[config.mk]
export PLATFORM = sky130hd
export DESIGN_NAME = ftpd_front
export DESIGN_NICKNAME = d
export VERILOG_FILES = /design/src/ftpd_pkg.sv /design/src/ftpd_front.sv
export SDC_FILE = /design/constraint.sdc
export NUM_CORES = 1
export LEC_CHECK = 0
export BUFFER_PORTS_ARGS = -buffer_cell sky130_fd_sc_hd__buf_2
export CORE_ASPECT_RATIO = 1.75
export CORE_MARGIN = 10
export CORE_UTILIZATION = 35
export CTS_CLUSTER_DIAMETER = 60
export DETAILED_ROUTE_END_ITERATION = 8
export GPL_ROUTABILITY_DRIVEN = 0
export MAX_ROUTING_LAYER = met4
export SLEW_MARGIN = 5
export SYNTH_ARGS = -nofsm -noshare
export SYNTH_HDL_FRONTEND = slang
export SYNTH_SLANG_ARGS = --single-unit
[constraint.sdc]
create_clock -name clk -period 10.43 [get_ports clk]
set_clock_uncertainty 0.2 [all_clocks]
set_input_delay 1.043 -clock clk [delete_from_list [all_inputs] [get_ports clk]]
set_output_delay 1.043 -clock clk [all_outputs]
set_load 0.02 [all_outputs]
[src/ftpd_pkg.sv]
// Package for the force/torque packet decoder: payload structs, queue entry,
// record layout constants, register map and result codes. No dependencies.
`default_nettype none

package ftpd_pkg;

  localparam int RecordBytes = 36;
  localparam int SeqLast     = 3;
  localparam int StatusLast  = 11;
  localparam int AxisFirst   = 12;
  localparam int Overlong    = 37;
  localparam int NumAxes     = 6;
  localparam int ForceAxes   = 3;
  localparam int PosW        = 6;
  localparam int AxisIdxW    = 3;
  localparam int WordW       = 32;
  localparam int GainW       = 40;
  localparam int AxisW       = 40;
  localparam int CountW      = 48;
  localparam int CfgDataW    = 64;
  localparam int CfgAddrW    = 4;
  localparam int QDepth      = 4;
  localparam int QPtrW       = 2;
  localparam int QCntW       = 3;

  localparam logic [GainW-1:0]  GainReset = 40'd281474977;
  localparam logic [CountW-1:0] CountMax  = {CountW{1'b1}};

  localparam logic REG_FORCE_GAIN  = 1'b0;
  localparam logic REG_TORQUE_GAIN = 1'b1;

  localparam logic [1:0] OUTCOME_GOOD       = 2'd0;
  localparam logic [1:0] OUTCOME_BAD_STATUS = 2'd1;
  localparam logic [1:0] OUTCOME_REJECT     = 2'd2;

  typedef struct packed {
    logic [7:0] data_byte;
    logic       end_of_packet;
    logic       source_ok;
  } in_item_t;

  typedef struct packed {
    logic [1:0]              outcome;
    logic [31:0]             sequence_number;
    logic signed [AxisW-1:0] force_x;
    logic signed [AxisW-1:0] force_y;
    logic signed [AxisW-1:0] force_z;
    logic signed [AxisW-1:0] torque_x;
    logic signed [AxisW-1:0] torque_y;
    logic signed [AxisW-1:0] torque_z;
    logic [CountW-1:0]       dropped_total;
    logic [CountW-1:0]       bad_status_total;
  } out_item_t;

  typedef struct packed {
    logic                is_axis;
    logic [AxisIdxW-1:0] axis_idx;
    logic                neg;
    logic [WordW-1:0]    mag;
    logic [GainW-1:0]    gain;
    logic                is_eop;
    logic                reject;
    logic                status_bad;
    logic [WordW-1:0]    seq;
  } task_t;

endpackage

`default_nettype wire

[src/ftpd_front.sv]
// Front end: accepts payload bytes, assembles big-endian words, classifies
// record positions and pushes axis and end-of-datagram tasks. Depends on ftpd_pkg.
`default_nettype none

module ftpd_front import ftpd_pkg::*; (
  input  wire logic             clk,
  input  wire logic             rst_n,
  input  wire logic             in_valid,
  output logic                  in_stall,
  input  wire in_item_t         in_data,
  input  wire logic [GainW-1:0] force_gain,
  input  wire logic [GainW-1:0] torque_gain,
  input  wire logic             q_full,
  output logic                  push,
  output task_t                 push_task
);

  logic [PosW-1:0]  pos_r, pos_nxt, pos_adv;
  logic [WordW-1:0] asm_r, asm_nxt;
  logic [WordW-1:0] held_r, held_nxt;
  logic             status_r, status_nxt;
  logic [PosW-1:0]  axis_off;
  logic             acc;
  logic             axis_hit;

  assign in_stall = q_full;
  assign acc      = in_valid && !q_full;
  assign axis_off = pos_r - PosW'(AxisFirst);

  always_comb begin
    pos_adv    = pos_r;
    asm_nxt    = asm_r;
    held_nxt   = held_r;
    status_nxt = status_r;
    axis_hit   = 1'b0;
    if (pos_r < PosW'(RecordBytes)) begin
      asm_nxt = {asm_r[WordW-9:0], in_data.data_byte};
      if (pos_r == PosW'(SeqLast)) begin
        held_nxt = asm_nxt;
      end else if (pos_r == PosW'(StatusLast)) begin
        status_nxt = (asm_nxt != '0);
      end else if (pos_r >= PosW'(AxisFirst) && pos_r[1:0] == 2'b11) begin
        axis_hit = 1'b1;
      end
      pos_adv = pos_r + PosW'(1);
    end else begin
      pos_adv = PosW'(Overlong);
    end
    pos_nxt = in_data.end_of_packet ? '0 : pos_adv;
  end

  always_comb begin
    push_task            = '0;
    push_task.is_axis    = axis_hit;
    push_task.axis_idx   = axis_off[AxisIdxW+1:2];
    push_task.neg        = asm_nxt[WordW-1];
    push_task.mag        = asm_nxt[WordW-1] ? (~asm_nxt + WordW'(1)) : asm_nxt;
    push_task.gain       = (axis_off[AxisIdxW+1:2] < AxisIdxW'(ForceAxes)) ?
                           force_gain : torque_gain;
    push_task.is_eop     = in_data.end_of_packet;
    push_task.reject     = (pos_adv != PosW'(RecordBytes)) || !in_data.source_ok;
    push_task.status_bad = status_nxt;
    push_task.seq        = held_nxt;
  end

  assign push = acc && (axis_hit || in_data.end_of_packet);

  always_ff @(posedge clk) begin
    if (!rst_n) begin
      pos_r    <= '0;
      asm_r    <= '0;
      held_r   <= '0;
      status_r <= 1'b0;
    end else if (acc) begin
      pos_r    <= pos_nxt;
      asm_r    <= asm_nxt;
      held_r   <= held_nxt;
      status_r <= status_nxt;
    end
  end

endmodule

`default_nettype wire

==> metrics <==
GRT overflow 0; htree depth 3; asr flop ratio synth 0; Setup violations, final 0; Site Rows 60; Distinct cells, synth 60; FF-to-FF Start pos_r[2]$_SDFFE_PN0P_; Total Nets Final between 900 and 1k; fin crit period between 5000 and 6000 ps; max_cap viols 0; CTS clk-pin slew, worst paths around 60 ps; DP Wirelength about 15000 um; CTS tree done; core box area around 0.015 mm2; Synth area leader dfxtp_1; overall die width 114 um; DR vias/cell 5.32; Syn Inst Count 677; largest cells by area after synthesis dfxtp_1, mux2_2, nor2_1; first-pass GRT wire length slightly above 30000 um; cts hold-fix bufs 0; Most used DFF post-synth dfxtp_1; Worst Hold Class register to register; cell mode on critical path ha_1; Pre-antenna DRT Iters 6; Fillers roughly 1.6k; Clock Latency Late Sink approximately 340 ps; clock tree buffer depth 2; post-CTS resize count 0; Antenna Diode Count 0; critical path required time 9190 ps; fmax around 180 MHz; Die Y 184 um; unrepaired setup endpoints after global routing false; leakage 3.04 nW; status finished clean; final worst-path cycle share 0.536; Yosys Warn Count 0; Place WS approximately 5200 ps; Slew headroom 0.206; Seq cells post-synth between 70 and 80; Root Buffer clkbuf_16; via count 5428; DP Area approximately 0.0064 mm2; Worst-Margin Slew between 1000 and 1500 ps; postcts setup bufs 0; vias in the first global route ~5.6k; final WL 19300 um; Area growth syn-to-layout 24.4%; CTS buffer count 9; max-slew violation count 0; largest net degree at the start of global routing 72; Routed wire per std cell approximately 19 um; Setup Crit Path Kind register to output port; Worst EP arrival 4350 ps; clk sinks 71; Final WS setup 4830 ps; DRT iter0 DRCs ~380; Synth top area share 0.263; final hold violation count 0; Cell Area, Synth around 0.0054 mm2; peak supply drop roughly 0.083 mV; Starting Density 0.355; Setup crit start kind register; Crit-path slowest cell a22oi_1; final design area excluding fillers ~0.0067 mm2; EDFF count, synth 0; DRC Markers 0; fraction of layout cells with a size suffix above 1 0.368; Buffers on Ports approximately 210; Pwr Density between 100 and 150 mW/mm2; io pins between 200 and 250; crit path from pos_r[2]$_SDFFE_PN0P_; Slowest Stage Delay on Critical Path approximately 500 ps; gr usage total 0.183; Synthesized Nets ~780; crit path max fanout 36; crit path cell chain inv_1 > ha_1 > nand2b_1 > nand2_1 > buf_4 > mux2i_1 > ha_1 > o2111ai_1 > or3_1 > a22oi_1 > a31oi_1 > xnor2_1 > buf_2; antenna viol nets, final 0; syn avg cell area 7.98 um2; hold path start held_r[7]$_SDFFE_PN0P_; total negative setup slack 0 ps; antenna violations before repair 0; Setup crit end kind output port; sequential area share after synthesis 0.263; die area between 0.02 and 0.025 mm2
==> path summary, 6_finish.rpt <==
kind,slack (ps),cells after the start,end
setup / recovery,4830,13,push_task[103]
hold / removal,290,2,held_r[7]$_SDFFE_PN0P_
setup reg to reg,7360,8,asm_r[10]$_SDFFE_PN0P_
hold reg to reg,290,2,held_r[7]$_SDFFE_PN0P_
==> worst max-delay path, delay by kind of cell (launching register included) <==
kind / cells / cell delay (ps)
AOI/OAI and AO/OA: 3 / 860
adders and majority gates: 2 / 520
buffers and inverters: 3 / 870
xor gates and xnor gates: 1 / 170
DFF: 1 / 340
muxes: 1 / 360
and+or+nand+nor: 3 / 880
==> sequential cells by signal, indices dropped and copies added (netlist names) <==
signal / count
held_r: 32
pos_r: 6
asm_r: 32
status_r: 1
==> cells in the mapped netlist, types with 3 or more instances <==
master     n
nor2_1    91
mux2_2    65
buf_2      4
or3_1      7
buf_1      8
buf_6      6
a22oi_1    3
mux2_1     9
o21ai_0   13
a31oi_1    6
a211oi_1   3
nand3_1    8
nor3_1    12
nand2_1   88
a21oi_1   18
buf_4     11
dfxtp_1   71
inv_1      7
clkbuf_1  43
mux2i_1   31
nand4_1    6
xor2_1    12
a21boi_0  30
ha_1       7
or4_1      4
xnor2_1   18
o211a_1    7
nor3b_1   33
nor4_1    14
==> power breakdown <==
part / switching, mW / internal (mW)
logic: 0.0878 / 0.0622
registers: 0.0113 / 0.282
clock network: 0.128 / 0.212
total: 0.227 / 0.557
==> routing by layer <==
layer / routed length [um] / global-route usage
met5: 0 / -
met4: 402 / 0.0599
met3: 1140 / 0.0391
met2: 9840 / 0.313
met1: 7970 / 0.205
==> kinds of logic (layout without fill, tap and decap cells) <==
group	Yosys count	count (layout)	synth area share
multiplexers	105	105	0.212
buffers and inverters	80	238	0.0727
XOR/XNOR	30	30	0.0486
AND/OR/NAND/NOR	282	282	0.253
adder cells (fa/ha/maj)	7	7	0.0162
flip-flops	71	71	0.263
AO/OA/AOI/OAI	102	102	0.135
==> placed cells by master, fill, tap and decap left out, drive strengths merged, types with 3 or more instances in the layout <==
cell	synthesis	routed
a211oi	3	3
nand2	88	88
xor2	12	12
a21oi	18	18
or3	7	7
clkbuf	44	9
nand3	8	8
or4	6	6
dfxtp	71	71
o21ai	16	16
a21boi	31	31
nor3	13	13
buf	29	215
o211a	7	7
nor3b	33	33
nand4	6	6
xnor2	18	18
ha	7	7
inv	7	10
a31oi	7	7
mux2	74	74
mux2i	31	31
nor4	14	14
nor2	92	92
or2	3	3
a22oi	3	3
==> final cells by class <==
| type | count | area, um2 | area share |
|---|---|---|---|
| Sequential cell | 71 | 1420 | 0.211 |
| Multi-Input combinational cell | 526 | 3620 | 0.538 |
| Inverter | 7 | 26.3 | 0.00391 |
| Tap cell | 186 | 233 | 0.0346 |
| Clock buffer | 9 | 225 | 0.0335 |
| Clock inverter | 7 | 103 | 0.0153 |
| Timing Repair Buffer | 215 | 1100 | 0.163 |
==> through the flow <==
step	hold WS (ps)	std cells	util	total power, mW
final	291	1021	0.441	0.784
after global routing	316	1021	0.441	0.816
after CTS	291	1021	0.441	0.792
after detailed placement	283	1005	0.420	0.451
after global placement	280	1005	0.420	0.449
after floorplan	256	677	-	0.393
(Power assumes the default switching activity.)
