--- src/ftpd_pkg.sv ---
// Package for the force/torque packet decoder: payload structs, queue entry,
// record layout constants, register map and result codes. No dependencies.
`default_nettype none

package ftpd_pkg;

  localparam int RecordBytes = 36;
  localparam int SeqLast     = 3;
  localparam int StatusLast  = 11;
  localparam int AxisFirst   = 12;
  localparam int Overlong    = 37;
  localparam int NumAxes     = 6;
  localparam int ForceAxes   = 3;
  localparam int PosW        = 6;
  localparam int AxisIdxW    = 3;
  localparam int WordW       = 32;
  localparam int GainW       = 40;
  localparam int AxisW       = 40;
  localparam int CountW      = 48;
  localparam int CfgDataW    = 64;
  localparam int CfgAddrW    = 4;
  localparam int QDepth      = 4;
  localparam int QPtrW       = 2;
  localparam int QCntW       = 3;

  localparam logic [GainW-1:0]  GainReset = 40'd281474977;
  localparam logic [CountW-1:0] CountMax  = {CountW{1'b1}};

  localparam logic REG_FORCE_GAIN  = 1'b0;
  localparam logic REG_TORQUE_GAIN = 1'b1;

  localparam logic [1:0] OUTCOME_GOOD       = 2'd0;
  localparam logic [1:0] OUTCOME_BAD_STATUS = 2'd1;
  localparam logic [1:0] OUTCOME_REJECT     = 2'd2;

  typedef struct packed {
    logic [7:0] data_byte;
    logic       end_of_packet;
    logic       source_ok;
  } in_item_t;

  typedef struct packed {
    logic [1:0]              outcome;
    logic [31:0]             sequence_number;
    logic signed [AxisW-1:0] force_x;
    logic signed [AxisW-1:0] force_y;
    logic signed [AxisW-1:0] force_z;
    logic signed [AxisW-1:0] torque_x;
    logic signed [AxisW-1:0] torque_y;
    logic signed [AxisW-1:0] torque_z;
    logic [CountW-1:0]       dropped_total;
    logic [CountW-1:0]       bad_status_total;
  } out_item_t;

  typedef struct packed {
    logic                is_axis;
    logic [AxisIdxW-1:0] axis_idx;
    logic                neg;
    logic [WordW-1:0]    mag;
    logic [GainW-1:0]    gain;
    logic                is_eop;
    logic                reject;
    logic                status_bad;
    logic [WordW-1:0]    seq;
  } task_t;

endpackage

`default_nettype wire

--- src/ftpd_back.sv ---
// Back end: multiply stage, scale/finalize stage with sequence and status
// counters, and the result register. Depends on ftpd_pkg.
`default_nettype none

module ftpd_back import ftpd_pkg::*; (
  input  wire logic  clk,
  input  wire logic  rst_n,
  input  wire logic  q_empty,
  input  wire task_t q_task,
  output logic       pop,
  output logic       out_valid,
  input  wire logic  out_stall,
  output out_item_t  out_data
);

  logic                en;
  logic                a_valid_r;
  task_t               a_task_r;
  logic [63:0]         a_lo_r;
  logic [AxisW-1:0]    a_hi_r;

  logic [AxisW-1:0]    scaled_r [NumAxes];
  logic [AxisW-1:0]    scaled_nxt [NumAxes];
  logic [AxisW-1:0]    op_a, op_b, op_k, axis_val;

  logic [WordW-1:0]    prev_r, prev_nxt;
  logic [CountW-1:0]   drop_r, drop_nxt;
  logic [CountW-1:0]   bad_r, bad_nxt;
  logic [WordW-1:0]    expected;
  logic [WordW:0]      diff;
  logic [WordW-1:0]    missed;
  logic [CountW:0]     drop_sum;

  logic                out_valid_r, out_valid_nxt;
  out_item_t           out_r, out_nxt;

  assign en  = !(out_valid_r && out_stall);
  assign pop = en && !q_empty;

  // floor(+/-mag * gain / 2^32); negative side folds the negate into one add
  always_comb begin
    op_a = {8'd0, a_lo_r[63:32]};
    op_b = a_hi_r;
    op_k = '0;
    if (a_task_r.neg) begin
      op_a = ~op_a;
      op_b = ~op_b;
      op_k = (a_lo_r[31:0] != '0) ? AxisW'(1) : AxisW'(2);
    end
    axis_val = op_a + op_b + op_k;
    for (int i = 0; i < NumAxes; i++) begin
      scaled_nxt[i] = scaled_r[i];
      if (a_valid_r && a_task_r.is_axis && a_task_r.axis_idx == AxisIdxW'(i)) begin
        scaled_nxt[i] = axis_val;
      end
    end
  end

  always_comb begin
    expected = prev_r + WordW'(1);
    diff     = {1'b0, a_task_r.seq} - {1'b0, expected};
    missed   = (!diff[WordW] && diff[WordW-1:0] != '0) ? diff[WordW-1:0] : WordW'(1);
    drop_sum = {1'b0, drop_r} + {{(CountW-WordW+1){1'b0}}, missed};

    prev_nxt      = prev_r;
    drop_nxt      = drop_r;
    bad_nxt       = bad_r;
    out_nxt       = '0;
    out_valid_nxt = a_valid_r && a_task_r.is_eop;

    if (a_valid_r && a_task_r.is_eop) begin
      if (a_task_r.reject) begin
        out_nxt.outcome = OUTCOME_REJECT;
      end else if (a_task_r.status_bad) begin
        bad_nxt = (bad_r == CountMax) ? bad_r : bad_r + CountW'(1);
        out_nxt.outcome         = OUTCOME_BAD_STATUS;
        out_nxt.sequence_number = a_task_r.seq;
      end else begin
        if (prev_r != '0 && a_task_r.seq != expected) begin
          drop_nxt = drop_sum[CountW] ? CountMax : drop_sum[CountW-1:0];
        end
        prev_nxt = a_task_r.seq;
        out_nxt.outcome         = OUTCOME_GOOD;
        out_nxt.sequence_number = a_task_r.seq;
        out_nxt.force_x         = scaled_nxt[0];
        out_nxt.force_y         = scaled_nxt[1];
        out_nxt.force_z         = scaled_nxt[2];
        out_nxt.torque_x        = scaled_nxt[3];
        out_nxt.torque_y        = scaled_nxt[4];
        out_nxt.torque_z        = scaled_nxt[5];
      end
    end
    out_nxt.dropped_total    = drop_nxt;
    out_nxt.bad_status_total = bad_nxt;
  end

  always_ff @(posedge clk) begin
    if (en) begin
      a_task_r <= q_task;
      a_lo_r   <= q_task.mag * q_task.gain[31:0];
      a_hi_r   <= AxisW'(q_task.mag * q_task.gain[GainW-1:32]);
      for (int i = 0; i < NumAxes; i++) begin
        scaled_r[i] <= scaled_nxt[i];
      end
      out_r <= out_nxt;
    end
  end

  always_ff @(posedge clk) begin
    if (!rst_n) begin
      a_valid_r   <= 1'b0;
      out_valid_r <= 1'b0;
      prev_r      <= '0;
      drop_r      <= '0;
      bad_r       <= '0;
    end else if (en) begin
      a_valid_r   <= !q_empty;
      out_valid_r <= out_valid_nxt;
      prev_r      <= prev_nxt;
      drop_r      <= drop_nxt;
      bad_r       <= bad_nxt;
    end
  end

  assign out_valid = out_valid_r;
  assign out_data  = out_r;

endmodule

`default_nettype wire

--- config.mk ---
export PLATFORM = sky130hd
export DESIGN_NAME = ftpd_back
export DESIGN_NICKNAME = d
export VERILOG_FILES = /design/src/ftpd_pkg.sv /design/src/ftpd_back.sv
export SDC_FILE = /design/constraint.sdc
export NUM_CORES = 2
export LEC_CHECK = 0
export ABC_CLOCK_PERIOD_IN_PS = 33000
export BUFFER_PORTS_ARGS = -buffer_cell sky130_fd_sc_hd__buf_2
export CELL_PAD_IN_SITES_DETAIL_PLACEMENT = 0
export CELL_PAD_IN_SITES_GLOBAL_PLACEMENT = 1
export CORE_MARGIN = 10
export CORE_UTILIZATION = 50
export CTS_CLUSTER_SIZE = 14
export DETAILED_ROUTE_END_ITERATION = 7
export HOLD_SLACK_MARGIN = 0.15
export PLACE_DENSITY = 0.93
export REMOVE_ABC_BUFFERS = 1
export SLEW_MARGIN = 20
export SYNTH_ARGS = -nofsm -noshare
export SYNTH_HDL_FRONTEND = slang
export SYNTH_SLANG_ARGS = --single-unit
export TNS_END_PERCENT = 50
--- constraint.sdc ---
create_clock -name clk -period 33 [get_ports clk]
set_clock_uncertainty 0.2 [all_clocks]
set_input_delay 6.6 -clock clk [delete_from_list [all_inputs] [get_ports clk]]
set_output_delay 6.6 -clock clk [all_outputs]
set_load 0.005 [all_outputs]
==> impl_metrics.csv <==
group,metric,value,unit
clock_tree,htreeDepth,3,
final_layout,area_growth,8.40,%
clock_tree,cts.repair.resized,0,
clock_tree,ctsHoldBuffers,0,
synthesis,synth_flop_cell,"edfxtp_1",
final_layout,multi_input_area,0.0503,mm^2
timing,tns,0,ns
detailed_routing,first_iter_violations,5295,
clock_tree,cts_root_buffer,"clkbuf_16",
synthesis,synth_top_area_frac,0.277,
timing,grt_setup_unrepaired,"false",
setup_path,reg2reg_from,"prev_r[1]$_SDFFE_PN0P_",
final_layout,drive_gt1_frac,0.0898,
final_layout,num-fill-cells,13969,
synthesis,synth_edf_count,754,
final_layout,layout.nets,10135,
synthesis,ys_seq_elements,884,
setup_path,regToRegSetupSlack,23.85,ns
detailed_routing,first_pass_iters,8,
timing,min_period_over_period,0.462,
global_routing,grt_overflow,0,
final_layout,instances_no_fill,10722,
clock_tree,clkSlewWorstSetupHoldPaths,0.06,ns
floorplan,coreArea,0.162,mm^2
placed_design,portBuffers,487,
floorplan,die_h,424,um
worst_hold_path,hp-class,"flip-flop to flip-flop",
synthesis,yosysSeqAreaShare,0.309,
detailed_routing,drc,0,
timing,fin_crit,15.24,ns
synthesis,syn_area,0.0816,mm^2
status,status,"complete, no violations",
synthesis,yosysWarnings,0,
synthesis,synth-xor-area-share,0.0382,
synthesis,yosys-top-cells-area,"edfxtp_1 28%, fa_1 27%, ha_1 7.1%, nand2_1 7.0%, inv_1 5.5%",
synthesis,synth_top_family_by_area,"adder cells",
final_layout,mostFrequentLayoutCells,"1526 x nand2_1, 1195 x inv_1, 1081 x fa_1",
detailed_routing,drtAntennaViolNets,0,
setup_path,rr_worst_depth,29,
timing,worst_pin_slew,1.22,ns
detailed_routing,avgRoutedWirePerCell,22.2,um
setup_path,required,33.22,ns
synthesis,synth_top_cell_by_area,"edfxtp_1",
global_routing,grtUsageTotal,0.261,
clock_tree,clock_path_buffers,3,
setup_path,crit_path_end,"a_lo_r[56]$_DFFE_PN_",
setup_path,reg2reg_to,"drop_r[44]$_SDFFE_PN0N_",
timing,setup_viol,0,
setup_path,end_kind,"flip-flop",
synthesis,syn_inst,8267,
setup_path,startpoint,"q_task[101]",
clock_tree,cts.sink_count,884,
final_layout,mostFrequentLayoutCell,"nand2_1",
worst_hold_path,hp-start,"drop_r[14]$_SDFFE_PN0N_",
job,drv_cap,0,
placed_design,numPlacedInstances,10562,
setup_path,crit_type,"input pin to flip-flop",
global_routing,grt_pass1_vias,62884,
floorplan,io_pins,488,
synthesis,avgSynthCellArea,9.87,um^2
clock_tree,cts_setup_buffers,0,
clock_tree,cts_tree,"yes",
setup_path,cp_max_fo,40,
global_routing,antenna_found_initial,14,
placed_design,routabilityCongestion,0.926,
floorplan,start_util,0.502,
timing,hold_viol_final,0,
placed_design,hpwlAfterDp,176,mm
setup_path,start_kind,"input pin",
detailed_routing,routed_wl,238,mm
clock_tree,numCtsBuffers,84,
setup_path,worstPathArrival,15.47,ns
synthesis,synth.distinct_cells,98,
global_routing,grt_max_degree,200,
synthesis,synth_compound_gate_area_share,0.0763,
global_routing,grt_pass1_wl,368,mm
timing,max_freq,65.6,MHz
synthesis,async_reset_ff_frac,0,
detailed_routing,vias_per_cell,5.63,
synthesis,synthAdderAreaFrac,0.336,
timing,slew_violations,0,
synthesis,synth-simple-area-share,0.160,
synthesis,synth_mux_area_frac,0.00425,
timing,relSlewSlack,0.184,
detailed_routing,num_vias,60403,
floorplan,die_area,0.180,mm^2
floorplan,num_rows,148,
floorplan,dieWidth,424,um
final_layout,seq_area,0.0252,mm^2
clock_tree,clock_latency,0.68,ns
worst_hold_path,hold_depth,2,
==> final cells by class <==
class	count	share of cell area
clock buffer	115	0.0259
multi-input combinational	5749	0.569
inverter	1197	0.0509
antenna	8	0.000226
tap	2175	0.0308
sequential	884	0.285
clock inverter	37	0.00440
timing repair buffer	557	0.0337
==> per-layer routing <==
layer	up-vias	wire length (um)	global-route usage	share of wire
li1	26821	-	-	-
met1	30292	93000	0.329	0.39
met2	2709	116000	0.446	0.49
met3	577	17300	0.0372	0.073
met4	4	11800	0.119	0.049
met5	-	27	0	0.00011
==> through the flow <==
stage | setup slack (ns) | cell area [um^2] | util | hold WS, ns
floorplan | 1.89 | 79900 | - | 0.250
global placement | 17.27 | 85700 | 0.528 | 0.261
detailed placement | 17.08 | 85800 | 0.528 | 0.270
CTS | 17.79 | 88400 | 0.545 | 0.280
global route | 17.40 | 88500 | 0.545 | 0.299
finish | 17.76 | 88500 | 0.545 | 0.283
==> state kept, by name (all words and copies together) (netlist names) <==
signal / flops
prev_r: 32
a_task_r: 40
out_data: 370
scaled_r: 240
a_hi_r: 40
bad_r: 48
a_valid_r: 1
out_valid: 1
drop_r: 48
a_lo_r: 64
==> Yosys cell counts, types with 48 or more instances <==
cell      instances
nand2_1        1528
inv_1          1195
fa_1           1081
edfxtp_1        754
and2_1          621
ha_1            465
clkbuf_1        412
a21oi_1         334
nor2_1          264
xnor2_1         185
xor2_1          171
o21ai_1         137
dfxtp_1         130
o21ai_0         125
a21o_1          114
nand3_1          95
nand4_1          52
nor3_1           49
and3_1           48
==> logic make-up after synthesis <==
family / Yosys count
and+or+nand+nor: 2813
buffers and inverters: 1634
adders and majority gates: 1546
AOI/OAI and AO/OA: 1003
DFF: 884
xor gates and xnor gates: 356
muxes: 31
==> worst min path at each step <==
stage | to | slack, ns
after CTS | drop_r[16]$_SDFFE_PN0N_ | 0.28
after floorplan | drop_r[11]$_SDFFE_PN0N_ | 0.25
final | drop_r[14]$_SDFFE_PN0N_ | 0.28
after global routing | drop_r[7]$_SDFFE_PN0N_ | 0.30
after detailed placement | drop_r[16]$_SDFFE_PN0N_ | 0.27
after global placement | drop_r[9]$_SDFFE_PN0N_ | 0.26
==> worst max-delay path, cell delays in order <==
cell       delay, ns
buf_2           0.82
nand2_1         0.21
fa_1            0.59
inv_1           0.05
fa_1            0.47
inv_1           0.05
fa_1            0.47
inv_1           0.07
fa_1            0.51
fa_1            0.52
inv_1           0.05
fa_1            0.54
inv_1           0.05
fa_1            0.48
inv_1           0.05
fa_1            0.47
inv_1           0.04
ha_1            0.41
and4_1          0.27
nor4bb_1        0.30
o21ai_0         0.14
a2111oi_0       0.86
nor2_1          0.28
o31ai_1         0.49
a21o_1          0.26
a21o_1          0.14
a21oi_1         0.07
xnor2_1         0.15
Power is left out: the tool's default activity adds up to more than one toggle a clock period on the data nets, which glitch-free logic cannot reach.
