## config.mk

```make
export PLATFORM = sky130hd
export DESIGN_NAME = ftpd_regs
export DESIGN_NICKNAME = d
export VERILOG_FILES = /design/src/ftpd_pkg.sv /design/src/ftpd_regs.sv
export SDC_FILE = /design/constraint.sdc
export NUM_CORES = 1
export LEC_CHECK = 0
export BUFFER_PORTS_ARGS = -buffer_cell sky130_fd_sc_hd__clkbuf_2
export CAP_MARGIN = 15
export CORE_UTILIZATION = 40
export CTS_CLUSTER_DIAMETER = 120
export CTS_CLUSTER_SIZE = 14
export DETAILED_ROUTE_END_ITERATION = 10
export PLACE_DENSITY = 0.77
export SLEW_MARGIN = 10
export SYNTH_ARGS = -nofsm -noshare
export SYNTH_HDL_FRONTEND = slang
export SYNTH_SLANG_ARGS = --single-unit
```

## constraint.sdc

```tcl
create_clock -name clk -period 1.01 [get_ports clk]
set_input_delay 0.101 -clock clk [delete_from_list [all_inputs] [get_ports clk]]
set_output_delay 0.101 -clock clk [all_outputs]
set_load 0.05 [all_outputs]
```

## src/ftpd_pkg.sv

```systemverilog
// Package for the force/torque packet decoder: payload structs, queue entry,
// record layout constants, register map and result codes. No dependencies.
`default_nettype none

package ftpd_pkg;

  localparam int RecordBytes = 36;
  localparam int SeqLast     = 3;
  localparam int StatusLast  = 11;
  localparam int AxisFirst   = 12;
  localparam int Overlong    = 37;
  localparam int NumAxes     = 6;
  localparam int ForceAxes   = 3;
  localparam int PosW        = 6;
  localparam int AxisIdxW    = 3;
  localparam int WordW       = 32;
  localparam int GainW       = 40;
  localparam int AxisW       = 40;
  localparam int CountW      = 48;
  localparam int CfgDataW    = 64;
  localparam int CfgAddrW    = 4;
  localparam int QDepth      = 4;
  localparam int QPtrW       = 2;
  localparam int QCntW       = 3;

  localparam logic [GainW-1:0]  GainReset = 40'd281474977;
  localparam logic [CountW-1:0] CountMax  = {CountW{1'b1}};

  localparam logic REG_FORCE_GAIN  = 1'b0;
  localparam logic REG_TORQUE_GAIN = 1'b1;

  localparam logic [1:0] OUTCOME_GOOD       = 2'd0;
  localparam logic [1:0] OUTCOME_BAD_STATUS = 2'd1;
  localparam logic [1:0] OUTCOME_REJECT     = 2'd2;

  typedef struct packed {
    logic [7:0] data_byte;
    logic       end_of_packet;
    logic       source_ok;
  } in_item_t;

  typedef struct packed {
    logic [1:0]              outcome;
    logic [31:0]             sequence_number;
    logic signed [AxisW-1:0] force_x;
    logic signed [AxisW-1:0] force_y;
    logic signed [AxisW-1:0] force_z;
    logic signed [AxisW-1:0] torque_x;
    logic signed [AxisW-1:0] torque_y;
    logic signed [AxisW-1:0] torque_z;
    logic [CountW-1:0]       dropped_total;
    logic [CountW-1:0]       bad_status_total;
  } out_item_t;

  typedef struct packed {
    logic                is_axis;
    logic [AxisIdxW-1:0] axis_idx;
    logic                neg;
    logic [WordW-1:0]    mag;
    logic [GainW-1:0]    gain;
    logic                is_eop;
    logic                reject;
    logic                status_bad;
    logic [WordW-1:0]    seq;
  } task_t;

endpackage

`default_nettype wire

```

## src/ftpd_regs.sv

```systemverilog
// APB-style configuration registers: force and torque gains.
// Depends on ftpd_pkg.
`default_nettype none

module ftpd_regs import ftpd_pkg::*; (
  input  wire logic                clk,
  input  wire logic                rst_n,
  input  wire logic                cfg_psel,
  input  wire logic                cfg_penable,
  input  wire logic                cfg_pwrite,
  input  wire logic [CfgAddrW-1:0] cfg_paddr,
  input  wire logic [CfgDataW-1:0] cfg_pwdata,
  output logic      [CfgDataW-1:0] cfg_prdata,
  output logic                     cfg_pready,
  output logic      [GainW-1:0]    force_gain,
  output logic      [GainW-1:0]    torque_gain
);

  logic [GainW-1:0] force_gain_r, force_gain_nxt;
  logic [GainW-1:0] torque_gain_r, torque_gain_nxt;
  logic             wr;

  assign cfg_pready = 1'b1;
  assign wr = cfg_psel && cfg_penable && cfg_pwrite;

  always_comb begin
    force_gain_nxt  = force_gain_r;
    torque_gain_nxt = torque_gain_r;
    if (wr) begin
      case (cfg_paddr[3])
        REG_FORCE_GAIN:  force_gain_nxt  = cfg_pwdata[GainW-1:0];
        REG_TORQUE_GAIN: torque_gain_nxt = cfg_pwdata[GainW-1:0];
        default: ;
      endcase
    end
  end

  always_comb begin
    case (cfg_paddr[3])
      REG_FORCE_GAIN:  cfg_prdata = {{(CfgDataW-GainW){1'b0}}, force_gain_r};
      REG_TORQUE_GAIN: cfg_prdata = {{(CfgDataW-GainW){1'b0}}, torque_gain_r};
      default:         cfg_prdata = '0;
    endcase
  end

  always_ff @(posedge clk) begin
    if (!rst_n) begin
      force_gain_r  <= GainReset;
      torque_gain_r <= GainReset;
    end else begin
      force_gain_r  <= force_gain_nxt;
      torque_gain_r <= torque_gain_nxt;
    end
  end

  assign force_gain  = force_gain_r;
  assign torque_gain = torque_gain_r;

endmodule

`default_nettype wire

```

==> results of run 1 <==
-- path summary, 6_finish.rpt --
| kind | to | slack [ps] |
|---|---|---|
| worst min register to register | torque_gain[16] | 490 |
| worst min-delay path | torque_gain[15] | 20 |
| worst max-delay path | cfg_prdata[21] | -240 |
| worst max register to register | force_gain[28] | 0 |
-- state kept, by name, summed over array words and instances (netlist names) --
name	cells
force_gain	40
torque_gain	40
-- metal layers --
metal  global-route usage  wire length, um  vias up
met5                    0                0        -
met4                0.175              850        0
met3               0.0682              929       68
met2                0.570             9180      201
met1                0.297             5860     1910
li1                     -                -     1749
-- area by class of cell --
type	instances	area, um^2	share of cell area
Multi-Input combinational cell	267	2080	0.250
Tap cell	111	139	0.0167
Timing Repair Buffer	297	4150	0.500
Clock inverter	5	105	0.0126
Sequential cell	80	1700	0.205
Clock buffer	11	131	0.0158
-- kinds of logic (layout without fill, tap and decap cells) --
| family | count (synthesis) | count (layout) |
|---|---|---|
| and+or+nand+nor | 122 | 122 |
| DFF | 80 | 80 |
| muxes | 120 | 120 |
| other | 2 | 25 |
| buffers and inverters | 52 | 313 |
-- tightest hold or removal path: cells and delay by family --
family	cells	cell delay (ps)
simple gates	1	40
mux	1	110
buf+inv	1	80
-- stage by stage --
step | power, W | instance area, um^2 | util | std cells | worst slack (ps)
floorplan | 0.00436 | 3970 | - | 399 | 16.8
global placement | 0.00455 | 4730 | 0.515 | 630 | -133
detailed placement | 0.00457 | 4730 | 0.515 | 630 | -166
CTS | 0.00792 | 7930 | 0.863 | 747 | -238
global route | 0.00839 | 8310 | 0.904 | 771 | -277
finish | 0.00813 | 8310 | 0.904 | 771 | -242
-- power by group --
part	internal [W]	leakage, nW	total [W]	switching, W
clock	0.00165	0.110	0.00286	0.00122
combinational	0.000878	3.16	0.00196	0.00108
sequential	0.00323	0.659	0.00330	0.0000684
-- timing repair --
action	in CTS	in global routing
pin swaps	0	0
gates cloned	0	0
hold buffers	26	0
setup endpoints to repair	120	120
endpoints found under the hold margin	46	0
gates resized for setup	393	118
buffers inserted	75	56
-- layout by cell type, fill, tap and decap left out --
master          n
bufinv_16       3
and4b_2         1
conb_1         25
clkbuf_1        2
clkbuf_2       44
dlygate4sd3_1  26
dfxtp_4         1
clkbuf_8        9
clkinvlp_4      2
dfxtp_2        79
buf_4          27
mux2i_1        80
buf_6          74
buf_8          47
clkbuf_16      70
nand4_1         1
nor2b_1        45
nand2_1        75
mux2_4         40
buf_12          9
==> flow_summary.ini, run 1 <==
[critical_path]
worst_ep_required_time_ps = 910
critical_path_buf_inv_count = 1
end_kind = primary output
cp_slowest_cell = dfxtp_2
crit_type = flip-flop to primary output
cp_max_fo = 2
rr_worst_depth = 5
path_delay_family = flip-flops
crit_start = force_gain[21]
max_stage_delay_ps = 340
crit_arrival_ps = 1150
crit_chain = mux2_4 > buf_8
path_depth = 2
startpoint_type = flip-flop
regToRegStartpoint = force_gain[28]

[floorplanning]
die_h_um = 99.2
initial_core_util = 0.411
dieArea_mm2 = 0.00984
die_w_um = 99.2
ios = 218
fp-row-count = 35
core_mm2 = 0.00920

[timing]
fmax_mhz = 799
period_minus_slack_ps = 1250
tns_ps = -13140
worst_slack_ps = -242
finClkSkew_ps = 0
slew_violations = 0
fin_hold_ws_ps = 17.9
final-hold-violation-count = 0
min_period_over_period = 1.24
rsz0062_at_grt = yes
setup_viol = 114

[detailed_routing]
post_drt_wl_per_cell_um = 21.8
firstDrtPassIters = 6
num_vias = 3928
wl_um = 16800
drt-vias-per-instance = 5.09
final_antenna_net_count = 0
drtIter0Drc = 129
drc_errors = 0

[yosys]
synthXorXnorAreaFrac = 0
synth_top_family_by_area = multiplexers
synth_edf_count = 0
synth_top_cell_by_area = dfxtp_1
yosys-top-cells-area = dfxtp_1 42%, mux2i_1 21%, mux2_2 12%
ys_seq_elements = 80
ys.flop_type = dfxtp_1
synth_common_cells = 80 x dfxtp_1, 80 x mux2i_1, 75 x nand2_1
yosys.area_share.adder = 0
syn-cell-area_mm2 = 0.00378
synthSimpleGateAreaFrac = 0.153
synth-compound-area-share = 0
ys_seq_area_frac = 0.424
synth-async-reset-ratio = 0
ys_types = 13
synthMuxAreaShare = 0.331
ys_warn_count = 0
syn_avg_cell_area_um2 = 10.0
synth_top_area_frac = 0.424
syn_inst = 376

[pwr]
power-per-cell-area_mw_per_mm2 = 978
leakage_nw = 3.92
peakVddDrop_uv = 799

[final_layout]
final_nets = 728
nFillCells = 353
syn_to_final_growth_pct = 120
layout-drive-gt1-share = 0.615
diodes = 0

[placed_design]
io_buffer_count = 165
hpwl_um = 5760
gp_congestion = 0.702

[worst_hold_path]
min_path_cells = 3
hp-class = input pin to flip-flop
hp-start = cfg_pwdata[15]

[clocking]
cts_made_buffers = 9
cts_sinks = 80
worst_skew_pair.late_latency_ps = 350
tritoncts = done
clk_path_buf_depth = 2
cts-root-buf = clkbuf_8
htreeDepth = 3
clkSlewWorstSetupHoldPaths_ps = 90

[global_route]
grt_usage = 0.300
grt_antenna_before_repair = 0
grt_max_degree = 68
grt_overflow = 0
grt_pass1_vias = 4115
grt_pass1_wl_um = 22500

[status]
outcome = finished with violations
failed_checks = negative setup slack

[run]
cap_violations = 0
Note: power is estimated with default switching activity, not from simulation.
==> inputs of run 2 (changes only) <==
CELL_PAD_IN_SITES_DETAIL_PLACEMENT = 0   (was not set)
CELL_PAD_IN_SITES_GLOBAL_PLACEMENT = 1   (was not set)
CORE_UTILIZATION = 28   (was 40)
PLACE_DENSITY = not set   (was 0.77)
PLACE_DENSITY_LB_ADDON = 0.1   (was not set)
==> flow_summary.ini, run 2 (synthesis gave the netlist of run 1 again) <==
[status]
outcome = finished with violations
failed_checks = negative setup slack

[global_route]
grt_overflow = 0
grt_pass1_wl_um = 19500
grt_usage = 0.179
grt_antenna_before_repair = 0
grt_pass1_vias = 3687
grt_max_degree = 64

[final_layout]
syn_to_final_growth_pct = 121
diodes = 0
final_cell_mix = 88 x clkbuf_16, 80 x mux2i_1, 78 x dfxtp_2
final_nets = 706
final_cells = 814
final_core_util = 0.632
final_common_cell = clkbuf_16
layout-drive-gt1-share = 0.635

[critical_path]
worst_ep_required_time_ps = 910
path_depth = 2
cp_max_fo = 2
max_stage_delay_ps = 330
critical_path_buf_inv_count = 1
crit_arrival_ps = 1120
rr_worst_depth = 5
regToRegStartpoint = force_gain[13]
crit_start = force_gain[5]
end_kind = primary output
path_delay_family = flip-flops
crit_type = flip-flop to primary output
crit_chain = mux2_4 > clkbuf_16
cp-endpoint = cfg_prdata[5]
reg2reg_slack_ps = 30
cp_slowest_cell = dfxtp_2
r2r_end = force_gain[13]
startpoint_type = flip-flop

[placed_design]
hpwl_um = 6760
io_buffer_count = 165
gp_congestion = 0.706
placed_cells = 708

[pwr]
peakVddDrop_uv = 597
clkPwrFrac = 0.405
power.switching_w = 0.00233
power-per-cell-area_mw_per_mm2 = 1040
leakage_nw = 3.91
sw_frac_of_total = 0.270
p_int_w = 0.00631
p_seq_frac = 0.382
total_power_w = 0.00863
power_frac_comb = 0.213

[timing]
setup_viol = 112
period_minus_slack_ps = 1220
final-hold-violation-count = 0
min_period_over_period = 1.21
slew_violations = 0
finClkSkew_ps = 0
fin_hold_ws_ps = 12.9
rsz0062_at_grt = yes
worst_slack_ps = -212
fmax_mhz = 819

[detailed_routing]
drt-vias-per-instance = 4.31
num_vias = 3505
drtIter0Drc = 130
firstDrtPassIters = 4
final_antenna_net_count = 0
drc_errors = 0
wl_um = 12400
post_drt_wl_per_cell_um = 15.3

[floorplanning]
initial_core_util = 0.286
core_mm2 = 0.0132
die_w_um = 118
die_h_um = 118
fp-row-count = 42
ios = 218
dieArea_mm2 = 0.0140

[worst_hold_path]
hp-class = input pin to flip-flop

[clocking]
cts_made_buffers = 9
clk_path_buf_depth = 2
tritoncts = done
htreeDepth = 3
clkSlewWorstSetupHoldPaths_ps = 60
cts-root-buf = clkbuf_16
cts_sinks = 80
worst_skew_pair.late_latency_ps = 330

[run]
cap_violations = 0
## run 2: worst min-delay path by stage
stage / end / slack [ps] / start / depth (start not counted)
floorplan: torque_gain[11] / 250 / cfg_pwdata[11] / 2
global placement: torque_gain[4] / 350 / cfg_pwdata[4] / 3
detailed placement: torque_gain[19] / 360 / cfg_pwdata[19] / 3
CTS: torque_gain[25] / 0.8 / cfg_pwdata[25] / 3
global route: torque_gain[20] / 20 / cfg_pwdata[20] / 3
finish: torque_gain[33] / 10 / cfg_pwdata[33] / 3
## run 2: what timing repair did
item	in CTS	in global routing
hold buffers	4	0
setup endpoints to repair	120	113
hold endpoints to repair	8	0
pin swaps	0	0
resized for setup	405	103
setup buffers	66	60
## run 2: metal layers
metal / global-route usage / vias up / part of all wire
li1: - / 1704 / -
met5: 0 / - / 0
met3: 0.0444 / 15 / 0.051
met1: 0.225 / 1671 / 0.45
met4: 0.0681 / 0 / 0.016
met2: 0.293 / 115 / 0.48
## run 2: power groups by stage
stage / Clock (W) / Sequential [W] / Combinational, W
2_1_floorplan: 0 / 0.00360 / 0.000765
3_3_place_gp: 0 / 0.00336 / 0.00124
3_5_place_dp: 0 / 0.00336 / 0.00125
4_1_cts: 0.00360 / 0.00329 / 0.00176
5_1_grt: 0.00373 / 0.00330 / 0.00192
6_report: 0.00350 / 0.00329 / 0.00184
## run 2: worst min-delay path, stage by stage
cell and delay [ps]:
clkbuf_2 80, nand2_1 60, mux2i_1 60
## run 2: layout make-up
type | instances | area (um^2)
clock buffer | 13 | 250
multi-input combinational | 267 | 2070
fill | 1000 | 4850
tap | 176 | 220
sequential | 80 | 1710
clock inverter | 3 | 65.1
timing repair buffer | 275 | 4020
## run 2: per-stage QoR
stage          TNS [ps]  setup WS, ps  instance area [um^2]
2_1_floorplan         0          16.8                  3970
3_3_place_gp     -16510          -172                  4940
3_5_place_dp     -17270          -180                  4940
4_1_cts          -11080          -222                  8050
5_1_grt          -12570          -238                  8340
6_report          -9390          -212                  8340
==> inputs of run 3 (changes only) <==
ABC_AREA = 1   (was not set)
CORE_UTILIZATION = 26   (was 28)
TNS_END_PERCENT = 10   (was not set)
==> flow_summary.ini, run 3 <==
[critical_path]
startpoint_type = flip-flop
end_kind = primary output
cp_max_fo = 3
crit_arrival_ps = 1010
crit_type = flip-flop to primary output
worst_ep_required_time_ps = 910

[global_route]
grt_antenna_before_repair = 0
grt_pass1_vias = 3879
grt_max_degree = 53
grt_overflow = 0
grt_usage = 0.172
grt_pass1_wl_um = 19700

[yosys]
synthSimpleGateAreaFrac = 0.447
synth_top_cell_by_area = dfxtp_1
synthMuxAreaShare = 0
synth_edf_count = 0
synth_top_family_by_area = simple AND/OR/NAND/NOR gates
ys.flop_type = dfxtp_1
synth_common_cells = 233 x nand2_1, 102 x nor2_1, 81 x nand3_1
synth-async-reset-ratio = 0
synthXorXnorAreaFrac = 0
syn-cell-area_mm2 = 0.00373
synth-compound-area-share = 0
ys_warn_count = 0
syn_inst = 589
yosys-top-cells-area = dfxtp_1 43%, nand2_1 23%, nand3_1 11%
yosysMostFrequentCell = nand2_1
synth_top_area_frac = 0.429
syn_avg_cell_area_um2 = 6.33
ys_types = 12
ys_seq_area_frac = 0.429
ys_seq_elements = 80
yosys.area_share.adder = 0

[timing]
fmax_mhz = 899
min_period_over_period = 1.10
setup_viol = 55
final-hold-violation-count = 0
rsz0062_at_grt = yes
worst_slack_ps = -102
fin_hold_ws_ps = 13.4
slew_violations = 0
finClkSkew_ps = 0
period_minus_slack_ps = 1110

[floorplanning]
dieArea_mm2 = 0.0148
die_w_um = 122
die_h_um = 122
initial_core_util = 0.268
core_mm2 = 0.0139
fp-row-count = 43
ios = 218

[placed_design]
gp_congestion = 0.736
pre_cts_slack_ps = -114
io_buffer_count = 165
hpwl_um = 8460
placed_cells = 921

[detailed_routing]
num_vias = 4172
wl_um = 12700
post_drt_wl_per_cell_um = 13.1
drt-vias-per-instance = 4.33
final_antenna_net_count = 0
drc_errors = 0
drtIter0Drc = 209
firstDrtPassIters = 4

[pwr]
peakVddDrop_uv = 693
leakage_nw = 3.29
power-per-cell-area_mw_per_mm2 = 1320

[status]
outcome = finished with violations
failed_checks = negative setup slack

[worst_hold_path]
hp-class = input pin to flip-flop

[run]
cap_violations = 0

[final_layout]
final_nets = 853
final_cell_mix = 182 x nand2_1, 100 x nor2_1, 81 x nand3_1
syn_to_final_growth_pct = 78.1
final_cells = 963
final_core_util = 0.477
layout-drive-gt1-share = 0.451
final_common_cell = nand2_1
diodes = 0

[clocking]
htreeDepth = 3
worst_skew_pair.late_latency_ps = 330
cts_sinks = 80
clk_path_buf_depth = 2
tritoncts = done
cts_made_buffers = 9
cts-root-buf = clkbuf_16
clkSlewWorstSetupHoldPaths_ps = 60
## run 3: layer usage
metal | vias to the layer above | global-route usage | wire length, um
met4 | 0 | 0.0756 | 226
met3 | 15 | 0.0342 | 627
met2 | 125 | 0.287 | 6210
met1 | 1904 | 0.212 | 5590
li1 | 2128 | - | -
met5 | - | 0 | 0
## run 3: cell families (layout without fill, tap and decap cells)
kind of cell / Yosys count / in the layout
buffers and inverters: 90 / 261
flip-flops: 80 / 80
other: 2 / 25
AND/OR/NAND/NOR: 417 / 417
## run 3: what timing repair did
item	in CTS	in global routing
endpoints found under the setup margin	120	67
pin swaps	28	21
buffers inserted	0	14
hold endpoints to repair	27	0
hold buffers	14	0
gates resized for setup	217	126
## run 3: stage by stage
stage	instance area (um^2)	setup TNS (ps)	total power (W)
after detailed placement	5010	-6410	0.00531
after global placement	5010	-5810	0.00530
after CTS	6330	-3930	0.00877
after global routing	6650	-5060	0.00917
after floorplan	3930	-3490	0.00485
final	6650	-2820	0.00879
## run 3: worst max-delay path, stage by stage, from the launching register on
cell and delay, ps:
dfxtp_2 340, nand2_1 100, nand2_2 90, buf_8 140
## run 3: power breakdown
part / internal, W / switching, W
combinational: 0.000828 / 0.00149
clock: 0.00184 / 0.00124
sequential: 0.00329 / 0.000107
total: 0.00596 / 0.00283
## run 3: layout make-up
type                    instances  area, um^2
clock buffers                  14         274
repair buffers                220        2420
flip-flops and latches         80        1710
fillers                      1412        7290
multi-input cells             442        1910
well taps                     180         225
inverters                      27         101
## run 3: worst paths after layout
| path | startpoint | to | slack (ps) | depth (start not counted) |
|---|---|---|---|---|
| worst max-delay path | force_gain[18] | cfg_prdata[18] | -100 | 3 |
| worst min-delay path | cfg_pwdata[9] | force_gain[9] | 10 | 3 |
| worst max register to register | torque_gain[6] | torque_gain[6] | 410 | 2 |
| worst min register to register | torque_gain[12] | torque_gain[12] | 460 | 2 |
